<file path="src/rtl/xa_adpcm_pkg.sv">
`default_nettype none

package xa_adpcm_pkg;

  // Block layout
  localparam int unsigned BLOCK_BYTES = 19;
  localparam int unsigned POS_W       = 5;

  localparam logic [POS_W-1:0] POS_FILTER     = POS_W'(0);
  localparam logic [POS_W-1:0] POS_RAW_FIRST  = POS_W'(1);
  localparam logic [POS_W-1:0] POS_SHIFT      = POS_W'(2);
  localparam logic [POS_W-1:0] POS_RAW_SECOND = POS_W'(3);
  localparam logic [POS_W-1:0] POS_FIRST_PAIR = POS_W'(4);
  localparam logic [POS_W-1:0] POS_LAST       = POS_W'(BLOCK_BYTES - 1);

  // Field widths
  localparam int unsigned BYTE_W   = 8;
  localparam int unsigned NIB_W    = 4;
  localparam int unsigned FILT_W   = 2;
  localparam int unsigned SHIFT_W  = 4;
  localparam int unsigned PCM_W    = 16;

  // Fixed-point history: signed, HIST_FRAC fraction bits
  localparam int unsigned HIST_W    = 32;
  localparam int unsigned HIST_FRAC = 8;

  // Filter coefficients, COEF_FRAC fraction bits
  localparam int unsigned COEF_W    = 10;
  localparam int unsigned COEF_FRAC = 8;
  localparam int unsigned FILT_NUM  = 4;
  localparam logic [SHIFT_W-1:0] FILT_MAX = SHIFT_W'(FILT_NUM - 1);

  localparam logic signed [COEF_W-1:0] COEF_A [FILT_NUM] = '{
    COEF_W'(0), COEF_W'(240), COEF_W'(460), COEF_W'(392)
  };
  localparam logic signed [COEF_W-1:0] COEF_B [FILT_NUM] = '{
    COEF_W'(0), COEF_W'(0), -COEF_W'(208), -COEF_W'(220)
  };

  // Nibble scale: 2^(SHIFT_LIMIT - shift) in sample units
  localparam logic [SHIFT_W-1:0] SHIFT_LIMIT = SHIFT_W'(12);
  localparam int unsigned        EXP_W       = 5;
  localparam logic [EXP_W-1:0]   BASE_EXP    = EXP_W'(12 + HIST_FRAC);

  // Controls for one prediction step
  typedef struct packed {
    logic [FILT_W-1:0]  filter;
    logic [SHIFT_W-1:0] shift;
    logic [NIB_W-1:0]   nibble;
  } pred_ctrl_t;

  // Result of one prediction step
  typedef struct packed {
    logic signed [HIST_W-1:0] hist;
    logic signed [PCM_W-1:0]  pcm;
  } pred_res_t;

endpackage

`default_nettype wire

</file>
<file path="src/rtl/xa_adpcm_predict.sv">
`default_nettype none

// One prediction step: scaled nibble plus two rounded taps, saturated to the
// history range, and the history value truncated toward zero to 16-bit PCM.
module xa_adpcm_predict (
  input  wire logic signed [xa_adpcm_pkg::HIST_W-1:0] hist_new_i,
  input  wire logic signed [xa_adpcm_pkg::HIST_W-1:0] hist_old_i,
  input  wire xa_adpcm_pkg::pred_ctrl_t               ctrl_i,
  output xa_adpcm_pkg::pred_res_t                     res_o
);
  import xa_adpcm_pkg::*;

  localparam int unsigned PROD_W = HIST_W + COEF_W;
  localparam int unsigned TAP_W  = PROD_W - COEF_FRAC;
  localparam int unsigned SUM_W  = TAP_W + 2;
  localparam int unsigned Q_W    = HIST_W + 1 - HIST_FRAC;

  localparam logic signed [PROD_W-1:0] ROUND_HALF = PROD_W'(1) <<< (COEF_FRAC - 1);
  localparam logic signed [HIST_W:0]   PCM_BIAS   = (HIST_W + 1)'((1 << HIST_FRAC) - 1);

  logic signed [COEF_W-1:0] coef_a;
  logic signed [COEF_W-1:0] coef_b;
  logic signed [PROD_W-1:0] prod_a;
  logic signed [PROD_W-1:0] prod_b;
  logic signed [PROD_W-1:0] rnd_a;
  logic signed [PROD_W-1:0] rnd_b;
  logic signed [TAP_W-1:0]  tap_a;
  logic signed [TAP_W-1:0]  tap_b;
  logic signed [SUM_W-1:0]  nib_ext;
  logic signed [SUM_W-1:0]  base;
  logic [EXP_W-1:0]         exp_k;
  logic signed [SUM_W-1:0]  sum;
  logic signed [HIST_W-1:0] hist;
  logic signed [HIST_W:0]   hist_biased;
  logic signed [Q_W-1:0]    quot;
  logic signed [PCM_W-1:0]  pcm;

  // Taps: multiply, then round half up to the history format
  assign coef_a = COEF_A[ctrl_i.filter];
  assign coef_b = COEF_B[ctrl_i.filter];
  assign prod_a = PROD_W'(hist_new_i) * PROD_W'(coef_a);
  assign prod_b = PROD_W'(hist_old_i) * PROD_W'(coef_b);
  assign rnd_a  = prod_a + ROUND_HALF;
  assign rnd_b  = prod_b + ROUND_HALF;
  assign tap_a  = signed'(rnd_a[PROD_W-1:COEF_FRAC]);
  assign tap_b  = signed'(rnd_b[PROD_W-1:COEF_FRAC]);

  // Scaled nibble; large shifts leave only the taps
  assign nib_ext = SUM_W'(signed'(ctrl_i.nibble));
  assign exp_k   = BASE_EXP - EXP_W'(ctrl_i.shift);
  assign base    = (ctrl_i.shift <= SHIFT_LIMIT) ? (nib_ext <<< exp_k) : '0;

  assign sum = base + SUM_W'(tap_a) + SUM_W'(tap_b);

  // Saturate to the history range
  always_comb begin
    if (sum[SUM_W-1:HIST_W-1] == {(SUM_W - HIST_W + 1){sum[SUM_W-1]}}) begin
      hist = sum[HIST_W-1:0];
    end else if (sum[SUM_W-1]) begin
      hist = {1'b1, {(HIST_W - 1){1'b0}}};
    end else begin
      hist = {1'b0, {(HIST_W - 1){1'b1}}};
    end
  end

  // Truncate toward zero, then clamp to 16 bits
  assign hist_biased = (HIST_W + 1)'(hist) + (hist[HIST_W-1] ? PCM_BIAS : '0);
  assign quot        = signed'(hist_biased[HIST_W:HIST_FRAC]);

  always_comb begin
    if (quot[Q_W-1:PCM_W-1] == {(Q_W - PCM_W + 1){quot[Q_W-1]}}) begin
      pcm = quot[PCM_W-1:0];
    end else if (quot[Q_W-1]) begin
      pcm = {1'b1, {(PCM_W - 1){1'b0}}};
    end else begin
      pcm = {1'b0, {(PCM_W - 1){1'b1}}};
    end
  end

  assign res_o.hist = hist;
  assign res_o.pcm  = pcm;

endmodule

`default_nettype wire

</file>
<file path="src/rtl/xa_adpcm_block_decoder_core.sv">
`default_nettype none

// Channel   Dir  Beat                     tdata bits (low first)     tlast
// s_axis    in   one compressed byte      [7:0] data_byte            -
// m_axis    out  one decoded PCM sample   [15:0] sample              last_in_block
//
// Header bytes 0 and 2 give no beat; bytes 1 and 3 give one beat each; bytes
// 4..18 give two beats, one per nibble, taken in turn since each nibble's
// prediction feeds the next through the history registers.
// A block of 19 bytes gives 32 beats.
// Reset clears block position, filter, shift and history to zero.
// A one-byte input register and the output register let a new byte enter
// while a sample waits; a stalled output holds each decode step that gives a beat.
module xa_adpcm_block_decoder_core (
  input  wire logic       clk_i,
  input  wire logic       rst_ni,
  input  wire logic       s_axis_tvalid_i,
  output logic            s_axis_tready_o,
  input  wire logic [7:0] s_axis_tdata_i,   // [7:0] data_byte
  output logic            m_axis_tvalid_o,
  input  wire logic       m_axis_tready_i,
  output logic [15:0]     m_axis_tdata_o,   // [15:0] sample
  output logic            m_axis_tlast_o    // last_in_block
);
  import xa_adpcm_pkg::*;

  logic                     in_vld_q, in_vld_d;
  logic [BYTE_W-1:0]        in_byte_q, in_byte_d;
  logic [POS_W-1:0]         pos_q, pos_d;
  logic                     phase_q, phase_d;
  logic [FILT_W-1:0]        filter_q, filter_d;
  logic [SHIFT_W-1:0]       shift_q, shift_d;
  logic [NIB_W-1:0]         pend_q, pend_d;
  logic signed [HIST_W-1:0] hist_new_q, hist_new_d;
  logic signed [HIST_W-1:0] hist_old_q, hist_old_d;
  logic                     out_vld_q, out_vld_d;
  logic signed [PCM_W-1:0]  out_sample_q, out_sample_d;
  logic                     out_last_q, out_last_d;

  logic [POS_W-1:0]         pos_eff;
  logic                     is_hdr;
  logic                     is_raw;
  logic                     out_free;
  logic                     step;
  logic                     emit;
  logic                     byte_done;
  logic signed [PCM_W-1:0]  raw_pcm;
  logic signed [HIST_W-1:0] raw_hist;
  pred_ctrl_t               pred_ctrl;
  pred_res_t                pred_res;

  // Decode the position of the buffered byte
  assign pos_eff  = (pos_q > POS_LAST) ? POS_FILTER : pos_q;
  assign is_hdr   = (pos_eff == POS_FILTER) || (pos_eff == POS_SHIFT);
  assign is_raw   = (pos_eff == POS_RAW_FIRST) || (pos_eff == POS_RAW_SECOND);
  assign out_free = !out_vld_q || m_axis_tready_i;

  // Advance one step when the byte is ready and its beat has room
  assign step      = in_vld_q && (is_hdr || out_free);
  assign emit      = step && !is_hdr;
  assign byte_done = step && (is_hdr || is_raw || phase_q);

  assign s_axis_tready_o = !in_vld_q || byte_done;

  // Raw starting sample: signed byte * 256 + held nibble * 16
  assign raw_pcm  = {in_byte_q, pend_q, {(PCM_W - BYTE_W - NIB_W){1'b0}}};
  assign raw_hist = HIST_W'(raw_pcm) <<< HIST_FRAC;

  assign pred_ctrl.filter = filter_q;
  assign pred_ctrl.shift  = shift_q;
  assign pred_ctrl.nibble = phase_q ? in_byte_q[NIB_W-1:0] : in_byte_q[BYTE_W-1:NIB_W];

  xa_adpcm_predict u_predict (
    .hist_new_i (hist_new_q),
    .hist_old_i (hist_old_q),
    .ctrl_i     (pred_ctrl),
    .res_o      (pred_res)
  );

  // Input buffer
  always_comb begin
    in_vld_d  = in_vld_q;
    in_byte_d = in_byte_q;
    if (s_axis_tready_o) begin
      in_vld_d = s_axis_tvalid_i;
    end
    if (s_axis_tvalid_i && s_axis_tready_o) begin
      in_byte_d = s_axis_tdata_i;
    end
  end

  // Block position, nibble phase and header fields
  always_comb begin
    pos_d    = pos_q;
    phase_d  = phase_q;
    filter_d = filter_q;
    shift_d  = shift_q;
    pend_d   = pend_q;
    if (step && !is_hdr && !is_raw) begin
      phase_d = !phase_q;
    end
    if (byte_done) begin
      pos_d = (pos_eff == POS_LAST) ? POS_FILTER : pos_eff + POS_W'(1);
    end
    if (step && is_hdr) begin
      pend_d = in_byte_q[BYTE_W-1:NIB_W];
      if (pos_eff == POS_FILTER) begin
        filter_d = (in_byte_q[NIB_W-1:0] <= FILT_MAX) ? in_byte_q[FILT_W-1:0] : '0;
      end else begin
        shift_d = in_byte_q[NIB_W-1:0];
      end
    end
  end

  // History and output register
  always_comb begin
    hist_new_d   = hist_new_q;
    hist_old_d   = hist_old_q;
    out_sample_d = out_sample_q;
    out_last_d   = out_last_q;
    out_vld_d    = out_vld_q && !m_axis_tready_i;
    if (emit) begin
      hist_old_d   = hist_new_q;
      hist_new_d   = is_raw ? raw_hist : pred_res.hist;
      out_sample_d = is_raw ? raw_pcm : pred_res.pcm;
      out_last_d   = !is_raw && phase_q && (pos_eff == POS_LAST);
      out_vld_d    = 1'b1;
    end
  end

  always_ff @(posedge clk_i or negedge rst_ni) begin
    if (!rst_ni) begin
      in_vld_q   <= 1'b0;
      pos_q      <= POS_FILTER;
      phase_q    <= 1'b0;
      filter_q   <= '0;
      shift_q    <= '0;
      pend_q     <= '0;
      hist_new_q <= '0;
      hist_old_q <= '0;
      out_vld_q  <= 1'b0;
    end else begin
      in_vld_q   <= in_vld_d;
      pos_q      <= pos_d;
      phase_q    <= phase_d;
      filter_q   <= filter_d;
      shift_q    <= shift_d;
      pend_q     <= pend_d;
      hist_new_q <= hist_new_d;
      hist_old_q <= hist_old_d;
      out_vld_q  <= out_vld_d;
    end
  end

  // Payload registers
  always_ff @(posedge clk_i) begin
    in_byte_q    <= in_byte_d;
    out_sample_q <= out_sample_d;
    out_last_q   <= out_last_d;
  end

  assign m_axis_tvalid_o = out_vld_q;
  assign m_axis_tdata_o  = out_sample_q;
  assign m_axis_tlast_o  = out_last_q;

  // The block position stays inside the block
  a_pos_range: assert property (@(posedge clk_i) disable iff (!rst_ni)
    pos_q <= POS_LAST)
    else $error("block position out of range");

  // The second nibble is only pending on a buffered data byte
  a_phase_data: assert property (@(posedge clk_i) disable iff (!rst_ni)
    phase_q |-> (in_vld_q && (pos_q >= POS_FIRST_PAIR)))
    else $error("nibble phase set without a data byte");

  // The last sample of a block wraps the position to the block start
  a_last_wrap: assert property (@(posedge clk_i) disable iff (!rst_ni)
    (emit && out_last_d) |=> (pos_q == POS_FILTER) && !phase_q)
    else $error("block end did not wrap the position");

  // A beat is emitted only when the output register is free
  a_no_overwrite: assert property (@(posedge clk_i) disable iff (!rst_ni)
    (out_vld_q && !m_axis_tready_i) |-> !emit)
    else $error("pending sample overwritten");

endmodule

`default_nettype wire
</file>
<file path="config.mk">
export PLATFORM = sky130hd
export DESIGN_NAME = xa_adpcm_block_decoder_core
export DESIGN_NICKNAME = d
export VERILOG_FILES = /design/src/rtl/xa_adpcm_pkg.sv /design/src/rtl/xa_adpcm_predict.sv /design/src/rtl/xa_adpcm_block_decoder_core.sv
export SDC_FILE = /design/constraint.sdc
export NUM_CORES = 1
export LEC_CHECK = 0
export BUFFER_PORTS_ARGS = -buffer_cell sky130_fd_sc_hd__buf_2
export CORE_ASPECT_RATIO = 0.7
export CORE_MARGIN = 2
export CORE_UTILIZATION = 70
export CTS_CLUSTER_DIAMETER = 60
export DETAILED_ROUTE_END_ITERATION = 10
export PLACE_DENSITY_LB_ADDON = 0.12
export SYNTH_ARGS = -nofsm -noshare
export SYNTH_HDL_FRONTEND = slang
export SYNTH_SLANG_ARGS = --single-unit
</file>
<file path="constraint.sdc">
create_clock -name clk_i -period 37.6 [get_ports clk_i]
set_clock_uncertainty 0.2 [all_clocks]
set_input_delay 9.4 -clock clk_i [delete_from_list [all_inputs] [get_ports clk_i]]
set_output_delay 9.4 -clock clk_i [all_outputs]
set_load 0.05 [all_outputs]
</file>
# After elaboration in Yosys (flattened, before gate mapping)
# Cells that the tools add are included.
# word_totals
elab_cells,79
output_inout_bits,19
input_bits,12
reg_bits,107
# classes
eq_ne,6
n_addsub,7
n_bitwise,2
reduce_logical,25
n_shift,1
magnitude_cmp,4
n_mul,2
muxes,19
# ops
cell,count
32-bit 2-to-1 mux,3
"42-bit by 9-bit adder with 42-bit output, second input constant",2
32-bit by 10-bit multiplier with 42-bit output,2
36-bit by 34-bit adder with 36-bit output,2
16-bit 2-to-1 mux,3
10-bit binary-select mux with 2-bit select,2
10-bit 2-to-1 mux,4
36-bit 2-to-1 mux,1
36-bit by 5-bit <<< shifter with 36-bit output,1
33-bit adder,1
"5-bit by 2-bit == test with 1-bit output, second input constant",2
5-bit 2-to-1 mux,2
9-bit == test,1
1-bit logical AND,9
8-bit 2-to-1 mux,1
1-bit logical OR,7
1-bit logical NOT,6
"5-bit by 1-bit adder with 5-bit output, second input constant",1
"5-bit by 1-bit == test with 1-bit output, second input constant",1
"5-bit == test, second input constant",1
"5-bit greater-than comparator, second input constant",1
5-bit logical NOT,1
"5-bit by 4-bit subtractor with 5-bit output, first input constant",1
4-bit == test,1
other kinds (9),10

# Logic depth before layout (Yosys ltp)
# logic_depth
depth_word,15
mapped_depth,67
mapped_depth_nobuf,60

# Modules after synthesis
# From an unflattened synthesis, not the netlist that was laid out.
# unflattened
hier_cells,2703
area_unflattened_um2,24028.0
# by_module_without_submodules
module,cells_per_inst,area_per_inst_um2,seq_area_each_um2,instances
xa_adpcm_predict,2337,19568.8,0.0,1
xa_adpcm_block_decoder_core,366,4459.3,2802.7,1

# Least setup slack after synthesis
# OpenSTA, ideal clock, no wires.
# synth_path
path_type,input to output
startpoint,in m_axis_tready_i
endpoint,out s_axis_tready_o
path_stages,5
path_buffers,0
arrival_time_ns,10.101
required_ns,28.000
slack_ns,17.899
path_cell_list,nand2b_1 -> o21ai_0 -> nand2_1 -> nand2_1 -> nand2_1
# synth_between
elab_chain_cells,5
# synth_rtl
item,line,source
from (decl),xa_adpcm_block_decoder_core.sv:21,"input wire logic m_axis_tready_i,"
1-bit logical OR,xa_adpcm_block_decoder_core.sv:56,assign out_free = !out_vld_q || m_axis_tready_i;
1-bit logical OR,xa_adpcm_block_decoder_core.sv:59,assign step = in_vld_q && (is_hdr || out_free);
1-bit logical AND,xa_adpcm_block_decoder_core.sv:59,
1-bit logical AND,xa_adpcm_block_decoder_core.sv:61,assign byte_done = step && (is_hdr || is_raw || phase_q);
1-bit logical OR,xa_adpcm_block_decoder_core.sv:63,assign s_axis_tready_o = !in_vld_q || byte_done;
to (decl),xa_adpcm_block_decoder_core.sv:18,"output logic s_axis_tready_o,"
# No other way between the ends.

# Final worst setup path
# Same ends and word-level chain as after synthesis.

==> out/results.ini <==
[floorplanning]
die_w_microns=224
die_y_microns=158
num_rows=56
ios=31
start_util=0.709
die_area_sq_um=35400
core_sq_um=33500

[clock_network]
post_cts_buffers=0
h-tree-depth=3
clk_pin_slew_ns=0.08
cts_made_buffers=9
insertion_delay_ns=0.39
cts.sinks=107
ctsHoldBuffers=0
cts_tree=done
max-clock-path-buffers=2
cts_root_buffer=clkbuf_16
cts_resized=0

[synth]
synth_area_leaders=fa_1 (25%), ha_1 (19%), dfrtp_1 (8.6%)
synth_nets=3393
ys_ff_latch=107
synth_ff_type=dfrtp_1
synth_seq_area_share=0.118
async_flop_share=0.766
syn_area_per_cell_sq_um=8.71
yosys.area.top_type_share=0.253
synth_area_leader_cell=fa_1
synth_cell_types=84
syn_area_sq_um=23800
ys_warn_count=0
synth-edff-count=25
syn_inst=2726

[routing]
wl_per_cell_microns=19.7
routed_wl_microns=61900
ant_nets=0
drt_iter0_markers=1867
viasPerCell=6.18
drc=0
via_count=19440
dr.pass1.iters=6

[job]
cap_viol_max_count=0

[global_route]
grt_pass1_vias=18775
grt_antenna_before_repair=0
grt_max_degree=80
grt_usage=0.359
grt_overflow=0
grt_pass1_wl_microns=98700

[layout]
layout_commonest_cell=inv_1
antennaDiodeCount=0
fin_area_sq_um=24600
layout_common_cells=inv_1 (437), ha_1 (355), fa_1 (300)
syn_to_final_growth_pct=3.41
utilization=0.733
drive_gt1_frac=0.0402
fin_nets=3371

[timing]
maxSlewViolCount=0
tightest_slew_ns=1.10
setup_viol=0
fmax_mhz=49.8
finalHoldViolations=0
min_period_over_period=0.534
rsz0062_at_grt=no
tns_ns=0
finalWorstSetupSlack_ns=17.51
fin_crit_ns=20.09
relSlewSlack=0.269

[placement]
placed_area_sq_um=24300
place_ws_ns=17.52
io_buffers=30
gp_congestion=0.987
dp_hpwl_microns=51000

[critical_path]
cpMostUsedCell=nand2_1
reg2reg_depth=57
end_kind=primary output
worstSetupPathType=in2out
reg2reg_from=filter_q[1]
regToRegSetupSlack_ns=21.31
critPathLaunchType=input pin
worstPathCellList=buf_2, nand2b_1, o21ai_0, nand2_1, nand2_1, nand2_1, buf_2
cp.arrival_ns=10.49
critPathMaxStageDelay_ns=0.28
slowest_stage=nand2_1
cp.required_ns=28.00
cp_max_fo=11
r2r_end=m_axis_tdata_o[5]

[min_path]
worstHoldStart=pend_q[2]
whs_endpoint=pend_q[2]
hp-class=reg2reg
min_delay_path_depth=1

[status]
status=complete, no violations

worst max path at each step:
stage | startpoint | endpoint | slack (ns)
after floorplan | m_axis_tready_i | s_axis_tready_o | 17.90
after global placement | m_axis_tready_i | s_axis_tready_o | 17.54
after CTS | m_axis_tready_i | s_axis_tready_o | 17.52
after global routing | m_axis_tready_i | s_axis_tready_o | 17.35
final | m_axis_tready_i | s_axis_tready_o | 17.51
after detailed placement | m_axis_tready_i | s_axis_tready_o | 17.52
cells in the mapped netlist (19+ instances only):
cell,count
xnor2_1,55
fa_1,300
a31oi_1,34
nand2b_1,22
a211oi_1,19
edfxtp_1,25
a21o_1,52
and2_1,182
clkbuf_1,67
nor2_1,138
nand2_1,291
o21ai_0,102
nor3_1,34
nor2b_1,37
ha_1,355
xor2_1,52
dfrtp_1,82
o21a_1,20
and3_1,20
inv_1,438
a21oi_1,124
nand3_1,41
layout make-up:
class | count | area, sq um
inverter | 438 | 1640
timing repair buffer | 46 | 273
multi-input combinational | 2102 | 19000
clock buffer | 10 | 229
tap | 435 | 544
sequential | 107 | 2800
clock inverter | 6 | 78.8
fill | 2589 | 8930
logic make-up (layout without fill, tap and decap cells):
group | Yosys count | count (layout) | share of synthesized area
XOR/XNOR | 107 | 107 | 0.0395
AO/OA/AOI/OAI | 496 | 496 | 0.140
flip-flops | 107 | 107 | 0.118
buffers and inverters | 517 | 500 | 0.0827
adder cells (fa/ha/maj) | 655 | 655 | 0.440
multiplexers | 27 | 27 | 0.0121
AND/OR/NAND/NOR | 817 | 817 | 0.168
stage by stage:
stage	hold WS (ns)	instances
finish	0.333	3144
global route	0.348	3144
CTS	0.327	3144
detailed placement	0.301	3128
global placement	0.293	3128
floorplan	0.275	2726
worst max-delay path: cells and delay by family:
family / cells / cell delay [ns]
simple gates: 4 / 0.68
compound gates: 1 / 0.09
buf+inv: 2 / 0.32
sequential cells by signal, summed over array words and instances, names as in the netlist:
| name | count |
|---|---|
| hist_new_q | 32 |
| hist_old_q | 32 |
| m_axis_tdata_o | 16 |
| in_byte_q | 8 |
| pos_q | 5 |
| pend_q | 4 |
| shift_q | 4 |
| filter_q | 2 |
| in_vld_q | 1 |
| m_axis_tlast_o | 1 |
| m_axis_tvalid_o | 1 |
| phase_q | 1 |
routing by layer:
layer,vias to the layer above,share of wire,track usage
met3,104,0.090,0.0787
li1,8975,-,-
met2,806,0.45,0.559
met1,9555,0.44,0.505
met4,0,0.027,0.108
met5,-,0,0
Power is left out: the tool's default activity adds up to more than one toggle a clock period on the data nets, which glitch-free logic cannot reach.
